$ cat config.mk
export PLATFORM = sky130hd
export DESIGN_NAME = sem_ctrl
export DESIGN_NICKNAME = d
export VERILOG_FILES = /design/src/design/sem_pkg.sv /design/src/design/sem_ctrl.sv
export SDC_FILE = /design/constraint.sdc
export NUM_CORES = 1
export LEC_CHECK = 0
export ABC_CLOCK_PERIOD_IN_PS = 2400
export BUFFER_PORTS_ARGS = -buffer_cell sky130_fd_sc_hd__buf_2
export CORE_AREA = 10 10 47 49
export DETAILED_ROUTE_END_ITERATION = 10
export DIE_AREA = 0 0 57 59
export GPL_ROUTABILITY_DRIVEN = 1
export MAX_ROUTING_LAYER = met4
export PLACE_DENSITY_LB_ADDON = 0.08
export SLEW_MARGIN = 0
export SYNTH_ARGS = -nofsm -noshare
export SYNTH_HDL_FRONTEND = slang
export SYNTH_SLANG_ARGS = --single-unit
$ cat constraint.sdc
create_clock -name clock -period 2.4 [get_ports clock]
set_input_delay 0.36 -clock clock [delete_from_list [all_inputs] [get_ports clock]]
set_output_delay 0.36 -clock clock [all_outputs]
set_load 0.01 [all_outputs]
$ cat src/design/sem_pkg.sv
package sem_pkg;

   localparam int PIXEL_WIDTH     = 8;
   localparam int CFG_WIDTH       = 11;
   localparam int CSR_INDEX_WIDTH = 8;
   localparam int GRAD_WIDTH      = 12;
   localparam int SQUARE_WIDTH    = 20;
   localparam int SUM_WIDTH       = 21;
   localparam int ROOT_WIDTH      = 11;
   localparam int ROOT_BITS       = 11;
   localparam int STEP_WIDTH      = 4;
   localparam int TAPS            = 9;
   localparam int CHANNELS        = 3;

   localparam logic [CSR_INDEX_WIDTH-1:0] CSR_FRAME_WIDTH  = 8'd0;
   localparam logic [CSR_INDEX_WIDTH-1:0] CSR_FRAME_HEIGHT = 8'd1;

   typedef struct packed {
      logic [PIXEL_WIDTH-1:0] red_in;
      logic [PIXEL_WIDTH-1:0] green_in;
      logic [PIXEL_WIDTH-1:0] blue_in;
      logic                   flush;
   } req_payload_type;

   typedef struct packed {
      logic [PIXEL_WIDTH-1:0] red_out;
      logic [PIXEL_WIDTH-1:0] green_out;
      logic [PIXEL_WIDTH-1:0] blue_out;
      logic                   end_of_frame;
   } rsp_payload_type;

   typedef enum logic [2:0] {
      OP_IDLE,
      OP_TAKE,
      OP_CONFIG,
      OP_ISSUE,
      OP_SQUARE,
      OP_SUM,
      OP_ROOT,
      OP_FINISH
   } dp_op_type;

   typedef struct packed {
      dp_op_type             op;
      logic [STEP_WIDTH-1:0] step;
   } dp_cmd_type;

   typedef struct packed {
      logic emit;
      logic out_busy;
   } dp_status_type;

endpackage

$ cat src/design/sem_ctrl.sv
module sem_ctrl (
   input  logic                  clock,
   input  logic                  reset,
   input  logic                  req_valid,
   output logic                  req_ready,
   input  logic                  csr_valid,
   output logic                  csr_ready,
   input  sem_pkg::dp_status_type status,
   output sem_pkg::dp_cmd_type   cmd
);

   typedef enum logic [2:0] {
      ST_IDLE,
      ST_ISSUE,
      ST_DRAIN,
      ST_SQUARE,
      ST_SUM,
      ST_ROOT,
      ST_FINISH
   } state_type;

   state_type                        state_ff, state_in;
   logic [sem_pkg::STEP_WIDTH-1:0]   step_ff, step_in;

   always_comb begin
      state_in  = state_ff;
      step_in   = step_ff;
      req_ready = 1'b0;
      csr_ready = 1'b0;
      cmd.op    = sem_pkg::OP_IDLE;
      cmd.step  = step_ff;
      case (state_ff)
         ST_IDLE: begin
            csr_ready = 1'b1;
            req_ready = !csr_valid;
            if (csr_valid) begin
               cmd.op = sem_pkg::OP_CONFIG;
            end else if (req_valid) begin
               cmd.op = sem_pkg::OP_TAKE;
               if (status.emit) begin
                  state_in = ST_ISSUE;
                  step_in  = '0;
               end
            end
         end
         ST_ISSUE: begin
            cmd.op = sem_pkg::OP_ISSUE;
            if (step_ff == sem_pkg::STEP_WIDTH'(sem_pkg::TAPS - 1)) begin
               state_in = ST_DRAIN;
               step_in  = '0;
            end else begin
               step_in = step_ff + 1'b1;
            end
         end
         ST_DRAIN: begin
            state_in = ST_SQUARE;
         end
         ST_SQUARE: begin
            cmd.op   = sem_pkg::OP_SQUARE;
            state_in = ST_SUM;
         end
         ST_SUM: begin
            cmd.op   = sem_pkg::OP_SUM;
            state_in = ST_ROOT;
            step_in  = '0;
         end
         ST_ROOT: begin
            cmd.op = sem_pkg::OP_ROOT;
            if (step_ff == sem_pkg::STEP_WIDTH'(sem_pkg::ROOT_BITS - 1)) begin
               state_in = ST_FINISH;
               step_in  = '0;
            end else begin
               step_in = step_ff + 1'b1;
            end
         end
         ST_FINISH: begin
            if (!status.out_busy) begin
               cmd.op   = sem_pkg::OP_FINISH;
               state_in = ST_IDLE;
            end
         end
         default: begin
            state_in = ST_IDLE;
         end
      endcase
   end

   always_ff @(posedge clock) begin
      if (reset) begin
         state_ff <= ST_IDLE;
         step_ff  <= '0;
      end else begin
         state_ff <= state_in;
         step_ff  <= step_in;
      end
   end

endmodule

**Word-level counts from Yosys, hierarchy flattened**

Cells that the tools add are included.

- Reductions and logical operators: 5
- Equality and inequality tests: 14
- $add $sub $neg: 1
- Multiplexer cells: 19

Operators with widths:

| kind | number |
|---|---|
| $mux W3 | 7 |
| $pmux W3 S7 | 1 |
| $mux W4 | 5 |
| $pmux W3 S6 | 1 |
| $pmux W4 S4 | 1 |
| $ne A2 B2 Y1 const B | 6 |
| $eq A3 B3 Y1 const B | 3 |
| $eq A4 B4 Y1 const B | 2 |
| $eq A3 B2 Y1 const B | 2 |
| $reduce_and A6 Y1 | 1 |
| $add A4 B1 Y4 const B | 1 |
| $reduce_and A4 Y1 | 1 |
| $reduce_bool A4 Y1 | 1 |
| $eq A3 B1 Y1 const B | 1 |
| $logic_not A3 Y1 | 1 |
| $mux W1 | 3 |
| $mux W2 | 1 |
| $logic_not A1 Y1 | 1 |

- Output and inout port bits: 9
- Input bits: 6
- Register bits: 7
- Logic and storage cells: 41

**Depth between registers and ports, before layout**

Gate-level depths: netlist of run 1.

- Word-level depth: 4
- Gate-level depth with buffers: 5
- Depth with buffers taken out: 5

**Worst setup path before layout of run 1**

No wires, ideal clock.

- Kind: register to register
- Start: register step_ff[0] in the netlist's numbering
- End: register state_ff[0]
- Slack: 1020 ps
- Required time: 2297 ps
- Period minus slack after synthesis: 1380 ps
- Setup time: 103 ps
- Data arrival time: 1276 ps
- Path buffers: 0
- Cell stages (with the launch flop): 6
- Path through: dfxtp_1 > inv_1 > ha_1 > mux2i_4 > nor3_2 > a2111oi_2

- Cells in the longest elaborated chain, start to end: 3
- Elaborated cells on any way between the ends: 5
- Classes of those cells: eq/ne (4); reduce/logical (1)

Ends and longest elaborated chain:

| element | line | source |
|---|---|---|
| start, declared | sem_ctrl.sv:23 | `logic [sem_pkg::STEP_WIDTH-1:0] step_ff, step_in;` |
| start signal, assigned | sem_ctrl.sv:94 | `step_ff <= step_in;` |
| $eq A4 B4 Y1, on equally long branches | sem_ctrl.sv:69, sem_ctrl.sv:48 |  |
| $ne A2 B2 Y1 (no source line) | n/a |  |
| $reduce_and A6 Y1 (no source line) (*) | n/a |  |
| end signal, assigned | sem_ctrl.sv:93 | `state_ff <= state_in;` |
| end, declared | sem_ctrl.sv:22 | `state_type state_ff, state_in;` |

Mark *: on every way between the ends. The rest lies on a longest branch, timed or not.
A chain may end at the register's enable or synchronous reset.

==> impl_metrics.env, run 1 <==
export IMPL_status="complete, no violations"
export IMPL_postSynthAreaPerCell_um2=8.383
export IMPL_r2r_end="step_ff[3]"
export IMPL_std_cell_rows=14
export IMPL_clk_pin_slew_worst_paths_ns=0.06
export IMPL_cp_cell_sequence="inv_1 > o32ai_1 > buf_2"
export IMPL_post_cts_resized=0
export IMPL_cts_setup_buffers=0
export IMPL_holdPathEnd="state_ff[2]"
export IMPL_fin_worst_skew_ns=0.003375
export IMPL_core_area_um2=1401
export IMPL_postCtsHoldBufs=0
export IMPL_rsz0062_at_grt="false"
export IMPL_setup_viol=0
export IMPL_power_leakage_nw=0.2380
export IMPL_synth_top_cells_by_count="8 x inv_1, 7 x dfxtp_1, 5 x a21oi_1"
export IMPL_ant_nets=0
export IMPL_worst_slew_pin_slew_ns=0.4273
export IMPL_fin_ws_ns=0.6420
export IMPL_p_per_area_nw_per_um2=461.8
export IMPL_hold_ws_ns=0.3420
export IMPL_dp_hpwl_um=938.6
export IMPL_synth_top_area_share_pct=27.86
export IMPL_slew_limit_headroom_pct=71.47
export IMPL_cts_tree="done"
export IMPL_syn_to_final_growth_pct=18.91
export IMPL_peakVddDrop_mv=0.2272
export IMPL_clkSinkCount=7
export IMPL_yosysUniqueCellTypes=28
export IMPL_synth_area_leaders="dfxtp_1 28%, ha_1 7.5%, inv_1 6.0%"
export IMPL_yosysSeqAreaShare_pct=27.86
export IMPL_cts_root_buffer="clkbuf_4"
export IMPL_crit_arrival_ns=1.40
export IMPL_cts_max_level=1
export IMPL_min_from="reset"
export IMPL_ff2ff_setup_slack_ns=0.98
export IMPL_antenna_found_initial=0
export IMPL_whs_path_depth=2
export IMPL_path_max_fanout=9
export IMPL_power_frac_comb_pct=15.0
export IMPL_async_reset_ff_share_pct=0
export IMPL_timing_final_crit_period_ns=1.758
export IMPL_design_power_total_mw=0.2762
export IMPL_grt_pass1_vias=461
export IMPL_drc=0
export IMPL_dr_first_iter_drc_count=10
export IMPL_numCtsBuffers=3
export IMPL_finalHoldViolations=0
export IMPL_initial_utilization_pct=35.89
export IMPL_die_w_um=57
export IMPL_clockBufferDepth=2
export IMPL_p_sw_mw=0.07522
export IMPL_port_buffers=14
export IMPL_path_class="flop to output port"
export IMPL_clk_latency_ns=0.26
export IMPL_layout_drive_gt1_share_pct=26.67
export IMPL_r2r_cells=5
export IMPL_r2r_start="step_ff[0]"
export IMPL_syn_nets=69
export IMPL_post_synth_top_area_cell="dfxtp_1"
export IMPL_critPathRequiredTime_ns=2.04
export IMPL_dp_slack_ns=0.9227
export IMPL_slew_viol_final=0
export IMPL_ys_warn_count=0
export IMPL_end_kind="output port"
export IMPL_num_vias=491
export IMPL_viasPerCell=5.396
export IMPL_die_area_um2=3363
export IMPL_synth_edff_count=0
export IMPL_seq_power_share_pct=44.5
export IMPL_period_share_pct=73.25
export IMPL_grt_pass1_wl_um=1952
export IMPL_gr_total_overflow=0
export IMPL_die_y_um=59
export IMPL_track_usage_pct=7.168
export IMPL_switching_share_pct=27.23
export IMPL_regArea_um2=140.1
export IMPL_maxCapViolCount=0
export IMPL_multiInputGateArea_um2=311.5
export IMPL_clockPowerShare_pct=40.5
export IMPL_p_int_mw=0.2010
export IMPL_startpoint_type="flop"
export IMPL_ioPinCount=15
export IMPL_fillCellCount=149
export IMPL_syn_area_um2=503.0
export IMPL_avgRoutedWirePerCell_um=13.21
export IMPL_hp_class="primary input to flop"
export IMPL_ys_ff_latch=7
export IMPL_gp_congestion=0.7330
export IMPL_cpPeakStageDelay_ns=0.54
export IMPL_drtPass1Iterations=4
export IMPL_final_nets=85
export IMPL_diodes=0
export IMPL_cp_slowest_cell="dfxtp_1"
export IMPL_grt_max_degree=15
export IMPL_max_freq_mhz=568.8
export IMPL_synth_cells=60
export IMPL_fin_tns_setup_ns=0
export IMPL_synthFlopType="dfxtp_1"
export IMPL_wl_um=1202
export IMPL_synth_most_common_cell="inv_1"
==> per-layer routing <==
metal / track usage (%) / wire, um
met1: 8.005 / 545
met5: - / 0
met2: 11.32 / 564
met3: 2.575 / 74
met4: 3.020 / 17
==> through the flow <==
| step | std cells | cell area, um^2 | utilization, % |
|---|---|---|---|
| 2_1_floorplan | 60 | 503.0 | - |
| 3_3_place_gp | 87 | 571.8 | 40.80 |
| 5_1_grt | 91 | 598.1 | 42.68 |
| 3_5_place_dp | 87 | 571.8 | 40.80 |
| 4_1_cts | 91 | 598.1 | 42.68 |
| 6_report | 91 | 598.1 | 42.68 |
==> cell families after synthesis <==
group	Yosys count	synth area share (%)
AO/OA/AOI/OAI	20	29.60
buffers and inverters	11	10.20
flip-flops	7	27.86
AND/OR/NAND/NOR	18	20.40
multiplexers	1	4.477
adder cells (fa/ha/maj)	3	7.463
==> cell usage in the layout (no fill, tap or decap), drive strengths merged, types with 3 or more instances in the layout <==
cell / count
a21oi: 5
nand2b: 4
nand2: 4
buf: 14
inv: 8
dfxtp: 7
ha: 3
o32ai: 3
clkbuf: 4
==> how the worst max path moves through the flow <==
stage	start	end	cells after the start
5_1_grt	state_ff[2]	cmd[5]	3
3_3_place_gp	state_ff[2]	cmd[5]	3
2_1_floorplan	step_ff[0]	state_ff[0]	5
3_5_place_dp	state_ff[2]	cmd[5]	3
4_1_cts	state_ff[2]	cmd[5]	3
6_report	state_ff[2]	cmd[5]	3
==> power groups by stage <==
stage	Clock, mW	Sequential, mW	Combinational [mW]
2_1_floorplan	0	0.124	0.0272
3_3_place_gp	0	0.126	0.0422
3_5_place_dp	0	0.126	0.0415
4_1_cts	0.113	0.123	0.0419
5_1_grt	0.121	0.124	0.0461
6_report	0.112	0.123	0.0414
==> worst max-delay path: cells and delay by family, from the launching register on <==
| kind | cells | cell delay, ns |
|---|---|---|
| buf+inv | 2 | 0.32 |
| flops | 1 | 0.54 |
| compound gates | 1 | 0.28 |
==> area by class of cell <==
type	instances	share of cell area, %
tap	16	3.347
sequential	7	23.43
inverter	8	5.021
multi-input combinational	42	52.09
timing repair buffer	14	11.72
clock buffer	4	4.393
==> sequential cells by signal, summed over array words and instances (netlist names) <==
name,count
state_ff,3
step_ff,4
Note: power is estimated with default switching activity, not from simulation.
==> inputs of run 2 (changes only) <==
--- a/config.mk
+++ b/config.mk
@@ -5,7 +5,8 @@
 export SDC_FILE = /design/constraint.sdc
 export NUM_CORES = 1
 export LEC_CHECK = 0
-export ABC_CLOCK_PERIOD_IN_PS = 2400
+export ABC_AREA = 1
+export ABC_CLOCK_PERIOD_IN_PS = 1500
 export BUFFER_PORTS_ARGS = -buffer_cell sky130_fd_sc_hd__buf_2
 export CORE_AREA = 10 10 47 49
 export DETAILED_ROUTE_END_ITERATION = 10
==> constraint.sdc (replaced) <==
create_clock -name clock -period 1.5 [get_ports clock]
set_input_delay 0.225 -clock clock [delete_from_list [all_inputs] [get_ports clock]]
set_output_delay 0.225 -clock clock [all_outputs]
set_load 0.01 [all_outputs]
==> run 2 against run 1 <==
Synthesized cell count rose by 32%. Total power rose to 4.7 times the previous value. Hold slack got worse by 0.16 ns. Clock power rose by 57%. Critical path type unchanged. Critical path depth rose by 2. Register-to-register slack got worse by 0.73 ns. Core utilization rose by 11 points. Combinational power rose to 20 times the previous value. Sequential cell count did not move. First-iteration DRC count fell by 40%. Design area rose by 25%.
==> impl_metrics.env, run 2 <==
export IMPL_clk_pin_slew_worst_paths_ns=0.05
export IMPL_hp_class="primary input to flop"
export IMPL_power_frac_comb_pct=63.8
export IMPL_clk_latency_ns=0.26
export IMPL_num_vias=574
export IMPL_diodes=0
export IMPL_r2r_start="step_ff[0]"
export IMPL_drtPass1Iterations=4
export IMPL_layout_drive_gt1_share_pct=44.12
export IMPL_antenna_found_initial=0
export IMPL_final_nets=112
export IMPL_ant_nets=0
export IMPL_top_regs="step_ff: 4 flops, state_ff: 3 flops"
export IMPL_place_inst=110
export IMPL_largest_reg_flops=4
export IMPL_fillCellCount=145
export IMPL_clkSinkCount=7
export IMPL_p_int_mw=0.6832
export IMPL_synth_edff_count=0
export IMPL_async_reset_ff_share_pct=0
export IMPL_path_max_fanout=5
export IMPL_cts_tree="done"
export IMPL_crit_start="state_ff[2]"
export IMPL_maxCapViolCount=0
export IMPL_hold_ws_ns=0.1806
export IMPL_yosysSeqAreaShare_pct=25.75
export IMPL_p_sw_mw=0.6147
export IMPL_syn_area_um2=544.3
export IMPL_final_area_um2=748.2
export IMPL_fin_worst_skew_ns=0.004982
export IMPL_grt_pass1_wl_um=2270
export IMPL_startpoint_type="flop"
export IMPL_seq_power_share_pct=22.7
export IMPL_numCtsBuffers=3
export IMPL_end_kind="output port"
export IMPL_synth_cells=79
export IMPL_initial_utilization_pct=38.84
export IMPL_cts_max_level=1
export IMPL_synthFlopType="dfxtp_1"
export IMPL_synth_top_area_share_pct=25.75
export IMPL_die_area_um2=3363
export IMPL_cts_root_buffer="clkbuf_4"
export IMPL_viasPerCell=4.864
export IMPL_regArea_um2=148.9
export IMPL_std_cell_rows=14
export IMPL_slew_viol_final=0
export IMPL_track_usage_pct=8.742
export IMPL_avgRoutedWirePerCell_um=12.08
export IMPL_crit_arrival_ns=1.24
export IMPL_worst_slew_pin_slew_ns=0.2219
export IMPL_drc=0
export IMPL_peakVddDrop_mv=0.6919
export IMPL_postSynthAreaPerCell_um2=6.890
export IMPL_synth_area_leaders="dfxtp_1 26%, nand2_1 8.3%, nand3_1 7.4%"
export IMPL_design_power_total_mw=1.298
export IMPL_fin_tns_setup_ns=0
export IMPL_max_freq_mhz=680.7
export IMPL_clockPowerShare_pct=13.6
export IMPL_synth_top_cells_by_count="12 x nand2_1, 9 x inv_1, 8 x nand3_1, 8 x nor2_1, 7 x dfxtp_1"
export IMPL_dp_hpwl_um=1107
export IMPL_top_register="step_ff"
export IMPL_ys_ff_latch=7
export IMPL_postCtsHoldBufs=0
export IMPL_ioPinCount=15
export IMPL_min_from="reset"
export IMPL_period_share_pct=97.94
export IMPL_gr_total_overflow=0
export IMPL_path_class="flop to output port"
export IMPL_critPathRequiredTime_ns=1.27
export IMPL_rsz0062_at_grt="true"
export IMPL_grt_max_degree=8
export IMPL_finalHoldViolations=0
export IMPL_postPlaceCellArea_um2=641.9
export IMPL_timing_final_crit_period_ns=1.469
export IMPL_ys_warn_count=0
export IMPL_switching_share_pct=47.36
export IMPL_wl_um=1425
export IMPL_p_per_area_nw_per_um2=1735
export IMPL_port_buffers=14
export IMPL_multiInputGateArea_um2=376.6
export IMPL_status="complete, no violations"
export IMPL_clockBufferDepth=2
export IMPL_syn_nets=88
export IMPL_core_area_um2=1401
export IMPL_gp_congestion=0.7283
export IMPL_die_y_um=59
export IMPL_power_leakage_nw=0.3604
export IMPL_final_cell_mix="14 x buf_2, 12 x nand2_1, 9 x inv_1, 7 x nand3_1, 7 x nor2_1"
export IMPL_synth_most_common_cell="nand2_1"
export IMPL_grt_pass1_vias=530
export IMPL_yosysUniqueCellTypes=21
export IMPL_final_common_cell="buf_2"
export IMPL_instances_no_fill=118
export IMPL_die_w_um=57
export IMPL_post_synth_top_area_cell="dfxtp_1"
export IMPL_slew_limit_headroom_pct=85.09
export IMPL_dr_first_iter_drc_count=6
export IMPL_setup_viol=0
export IMPL_syn_to_final_growth_pct=37.47
==> run 2: worst paths after layout <==
path	to	slack, ns	cells after the start
hold reg to reg	step_ff[0]	0.54	2
hold / removal	step_ff[1]	0.18	2
setup / recovery	cmd[6]	0.03	5
setup reg to reg	state_ff[2]	0.25	8
==> run 2: area by class of cell <==
cell class              instances  share of cell area [%]
multi-input cells              59                   50.33
well taps                      16                   2.676
inverters                      12                   7.692
repair buffers                 20                   15.89
flip-flops and latches          7                   19.90
clock buffers                   4                   3.512
==> run 2: routing by layer <==
layer  track usage, %  share of wire [%]  vias up  wire, um
met2            14.57                 48       14       680
li1                 -                  -      303         -
met4            4.027                2.0        0        29
met3            3.219                5.0        2        71
met5                -                  0        -         0
met1            9.004                 45      255       642
==> run 2: repair_timing <==
action                                  4_1_cts  5_1_grt
endpoints found under the hold margin         0        0
pin swaps                                     1        2
setup buffers                                 4        0
endpoints found under the setup margin        2        3
gates resized for setup                       4       12
==> run 2: power groups by stage <==
stage | clock [mW] | combinational [mW] | sequential, mW
6_report | 0.176 | 0.827 | 0.294
5_1_grt | 0.189 | 0.918 | 0.299
4_1_cts | 0.185 | 0.776 | 0.273
3_5_place_dp | 0 | 0.707 | 0.274
3_3_place_gp | 0 | 0.706 | 0.272
2_1_floorplan | 0 | 0.511 | 0.267
==> run 2: logic make-up (layout without fill, tap and decap cells) <==
kind of cell	Yosys count	after routing	share of synthesized area, %
and+or+nand+nor	43	43	42.99
buffers and inverters	13	36	10.12
AOI/OAI and AO/OA	12	12	12.64
DFF	7	7	25.75
adders and majority gates	3	3	6.897
xor gates and xnor gates	1	1	1.609
==> run 2: metrics by stage <==
step | utilization, % | setup WS, ns
after floorplan | - | 0.2336
after global placement | 45.80 | 0.2144
after detailed placement | 45.80 | 0.1912
after CTS | 50.54 | 0.002180
after global routing | 53.39 | -0.04940
final | 53.39 | 0.03089
==> run 2: critical path: stages, from the launching register on <==
cell     delay (ns)
dfxtp_2        0.35
buf_4          0.15
nor3_1         0.23
a21oi_2        0.07
nand2_1        0.06
buf_2          0.13
==> inputs of run 3 (changes only) <==
--- a/config.mk
+++ b/config.mk
@@ -5,7 +5,7 @@
 export SDC_FILE = /design/constraint.sdc
 export NUM_CORES = 1
 export LEC_CHECK = 0
-export ABC_AREA = 1
+export ABC_AREA = 0
 export ABC_CLOCK_PERIOD_IN_PS = 1500
 export BUFFER_PORTS_ARGS = -buffer_cell sky130_fd_sc_hd__buf_2
 export CORE_AREA = 10 10 47 49
==> run 3 against run 2 <==
Clock skew decreased by 0.0029 ns. Register-to-register slack got worse by 0.07 ns. Largest power group is now sequential cells. Core utilization decreased by 8.5 points. Die area unchanged. Largest cell class unchanged.
==> impl_metrics.env, run 3 (synthesis gave the netlist of run 1 again) <==
export IMPL_clk_pin_slew_worst_paths_ns=0.05
export IMPL_r2r_cells=5
export IMPL_path_delay_family="flip-flops"
export IMPL_grt_pass1_wl_um=2214
export IMPL_holdPathEnd="state_ff[0]"
export IMPL_clkSinkCount=7
export IMPL_clockPowerShare_pct=40.5
export IMPL_fin_tns_setup_ns=0
export IMPL_avgRoutedWirePerCell_um=13.59
export IMPL_hp_class="primary input to flop"
export IMPL_track_usage_pct=8.456
export IMPL_die_area_um2=3363
export IMPL_power_leakage_nw=0.2521
export IMPL_finalHoldViolations=0
export IMPL_whs_path_depth=2
export IMPL_drc=0
export IMPL_p_sw_mw=0.1236
export IMPL_syn_to_final_growth_pct=25.12
export IMPL_startpoint_type="flop"
export IMPL_setup_viol=0
export IMPL_largest_reg_flops=4
export IMPL_cp_cell_sequence="inv_1 > a21oi_1 > o32ai_2 > buf_2"
export IMPL_cts_setup_buffers=0
export IMPL_top_regs="step_ff: 4 flops, state_ff: 3 flops"
export IMPL_maxCapViolCount=0
export IMPL_antenna_found_initial=0
export IMPL_gp_congestion=0.7699
export IMPL_diodes=0
export IMPL_ant_nets=0
export IMPL_status="complete, no violations"
export IMPL_final_nets=87
export IMPL_end_kind="output port"
export IMPL_viasPerCell=5.355
export IMPL_layout_drive_gt1_share_pct=33.77
export IMPL_die_y_um=59
export IMPL_cts_tree="done"
export IMPL_min_from="reset"
export IMPL_cts_max_level=1
export IMPL_path_max_fanout=9
export IMPL_wl_um=1264
export IMPL_peakVddDrop_mv=0.3776
export IMPL_power_frac_comb_pct=16.5
export IMPL_design_power_total_mw=0.4455
export IMPL_critPathRequiredTime_ns=1.27
export IMPL_ioPinCount=15
export IMPL_clk_latency_ns=0.26
export IMPL_final_cell_mix="14 x buf_2, 8 x inv_1, 5 x a21oi_1"
export IMPL_top_register="step_ff"
export IMPL_drtPass1Iterations=4
export IMPL_port_buffers=14
export IMPL_cts_root_buffer="clkbuf_4"
export IMPL_gr_total_overflow=0
export IMPL_worst_slew_pin_slew_ns=0.2991
export IMPL_final_area_um2=629.4
export IMPL_max_freq_mhz=701.4
export IMPL_path_class="flop to output port"
export IMPL_crit_start="state_ff[2]"
export IMPL_core_area_um2=1401
export IMPL_grt_pass1_vias=510
export IMPL_grt_max_degree=15
export IMPL_postCtsHoldBufs=0
export IMPL_fin_worst_skew_ns=0.002047
export IMPL_p_int_mw=0.3219
export IMPL_ff2ff_setup_slack_ns=0.18
export IMPL_seq_power_share_pct=43.0
export IMPL_std_cell_rows=14
export IMPL_r2r_start="step_ff[0]"
export IMPL_critPathBufInv=2
export IMPL_p_per_area_nw_per_um2=707.9
export IMPL_clockBufferDepth=2
export IMPL_cpPeakStageDelay_ns=0.40
export IMPL_timing_final_crit_period_ns=1.426
export IMPL_switching_share_pct=27.75
export IMPL_num_vias=498
export IMPL_postPlaceCellArea_um2=586.8
export IMPL_numCtsBuffers=3
export IMPL_final_common_cell="buf_2"
export IMPL_period_share_pct=95.05
export IMPL_slew_limit_headroom_pct=79.97
export IMPL_r2r_end="step_ff[2]"
export IMPL_initial_utilization_pct=35.89
export IMPL_dr_first_iter_drc_count=13
export IMPL_slew_viol_final=0
export IMPL_cp_slowest_cell="dfxtp_4"
export IMPL_crit_arrival_ns=1.20
export IMPL_die_w_um=57
export IMPL_dp_hpwl_um=952.3
[run 3: cell types whose count changed in the layout (fill, tap and decap cells not counted), moves of 4 or more]
| cell | change |
|---|---|
| nand2_2 | -5 |
| nand3_1 | -5 |
| nand2_1 | -8 |
| nand2b_1 | +4 |
| nor2_1 | -6 |
[run 3: worst max-delay path by stage]
stage                       end  cells after the start
floorplan           state_ff[0]                      5
global placement         cmd[5]                      3
detailed placement  state_ff[0]                      3
CTS                      cmd[5]                      3
global route             cmd[5]                      3
finish                   cmd[5]                      4
[run 3: layer usage]
| layer | vias to the layer above | GRT usage (%) | share of wire [%] |
|---|---|---|---|
| li1 | 254 | - | - |
| met1 | 226 | 8.711 | 45 |
| met2 | 13 | 13.18 | 47 |
| met3 | 5 | 3.004 | 5.1 |
| met4 | 0 | 6.040 | 3.0 |
| met5 | - | - | 0 |
[run 3: through the flow]
stage               cells  worst slack [ns]  util, %  hold slack [ns]
floorplan              60            0.1201        -           0.2939
global placement       89            0.1636    41.88           0.4839
detailed placement     89            0.1536    41.88           0.4814
CTS                    93           0.02249    44.02           0.2013
global route           93          -0.01243    44.91           0.2066
finish                 93           0.07421    44.91           0.2033
[run 3: layout make-up]
type / count / area [um^2]
Sequential cell: 7 / 148.9
Inverter: 8 / 30.03
Multi-Input combinational cell: 42 / 319.1
Tap cell: 16 / 20.02
Fill cell: 151 / 772.0
Clock buffer: 4 / 26.28
Timing Repair Buffer: 16 / 85.08
[run 3: timing repair]
item,in CTS,in global routing
gates cloned,0,0
setup endpoints to repair,2,1
gates resized for setup,3,3
hold endpoints to repair,0,0
[run 3: power groups by stage]
stage	Sequential (mW)	Clock [mW]	Combinational, mW
2_1_floorplan	0.198	0	0.0435
3_3_place_gp	0.199	0	0.0731
3_5_place_dp	0.198	0	0.0721
4_1_cts	0.195	0.185	0.0728
5_1_grt	0.192	0.199	0.0818
6_report	0.192	0.180	0.0737
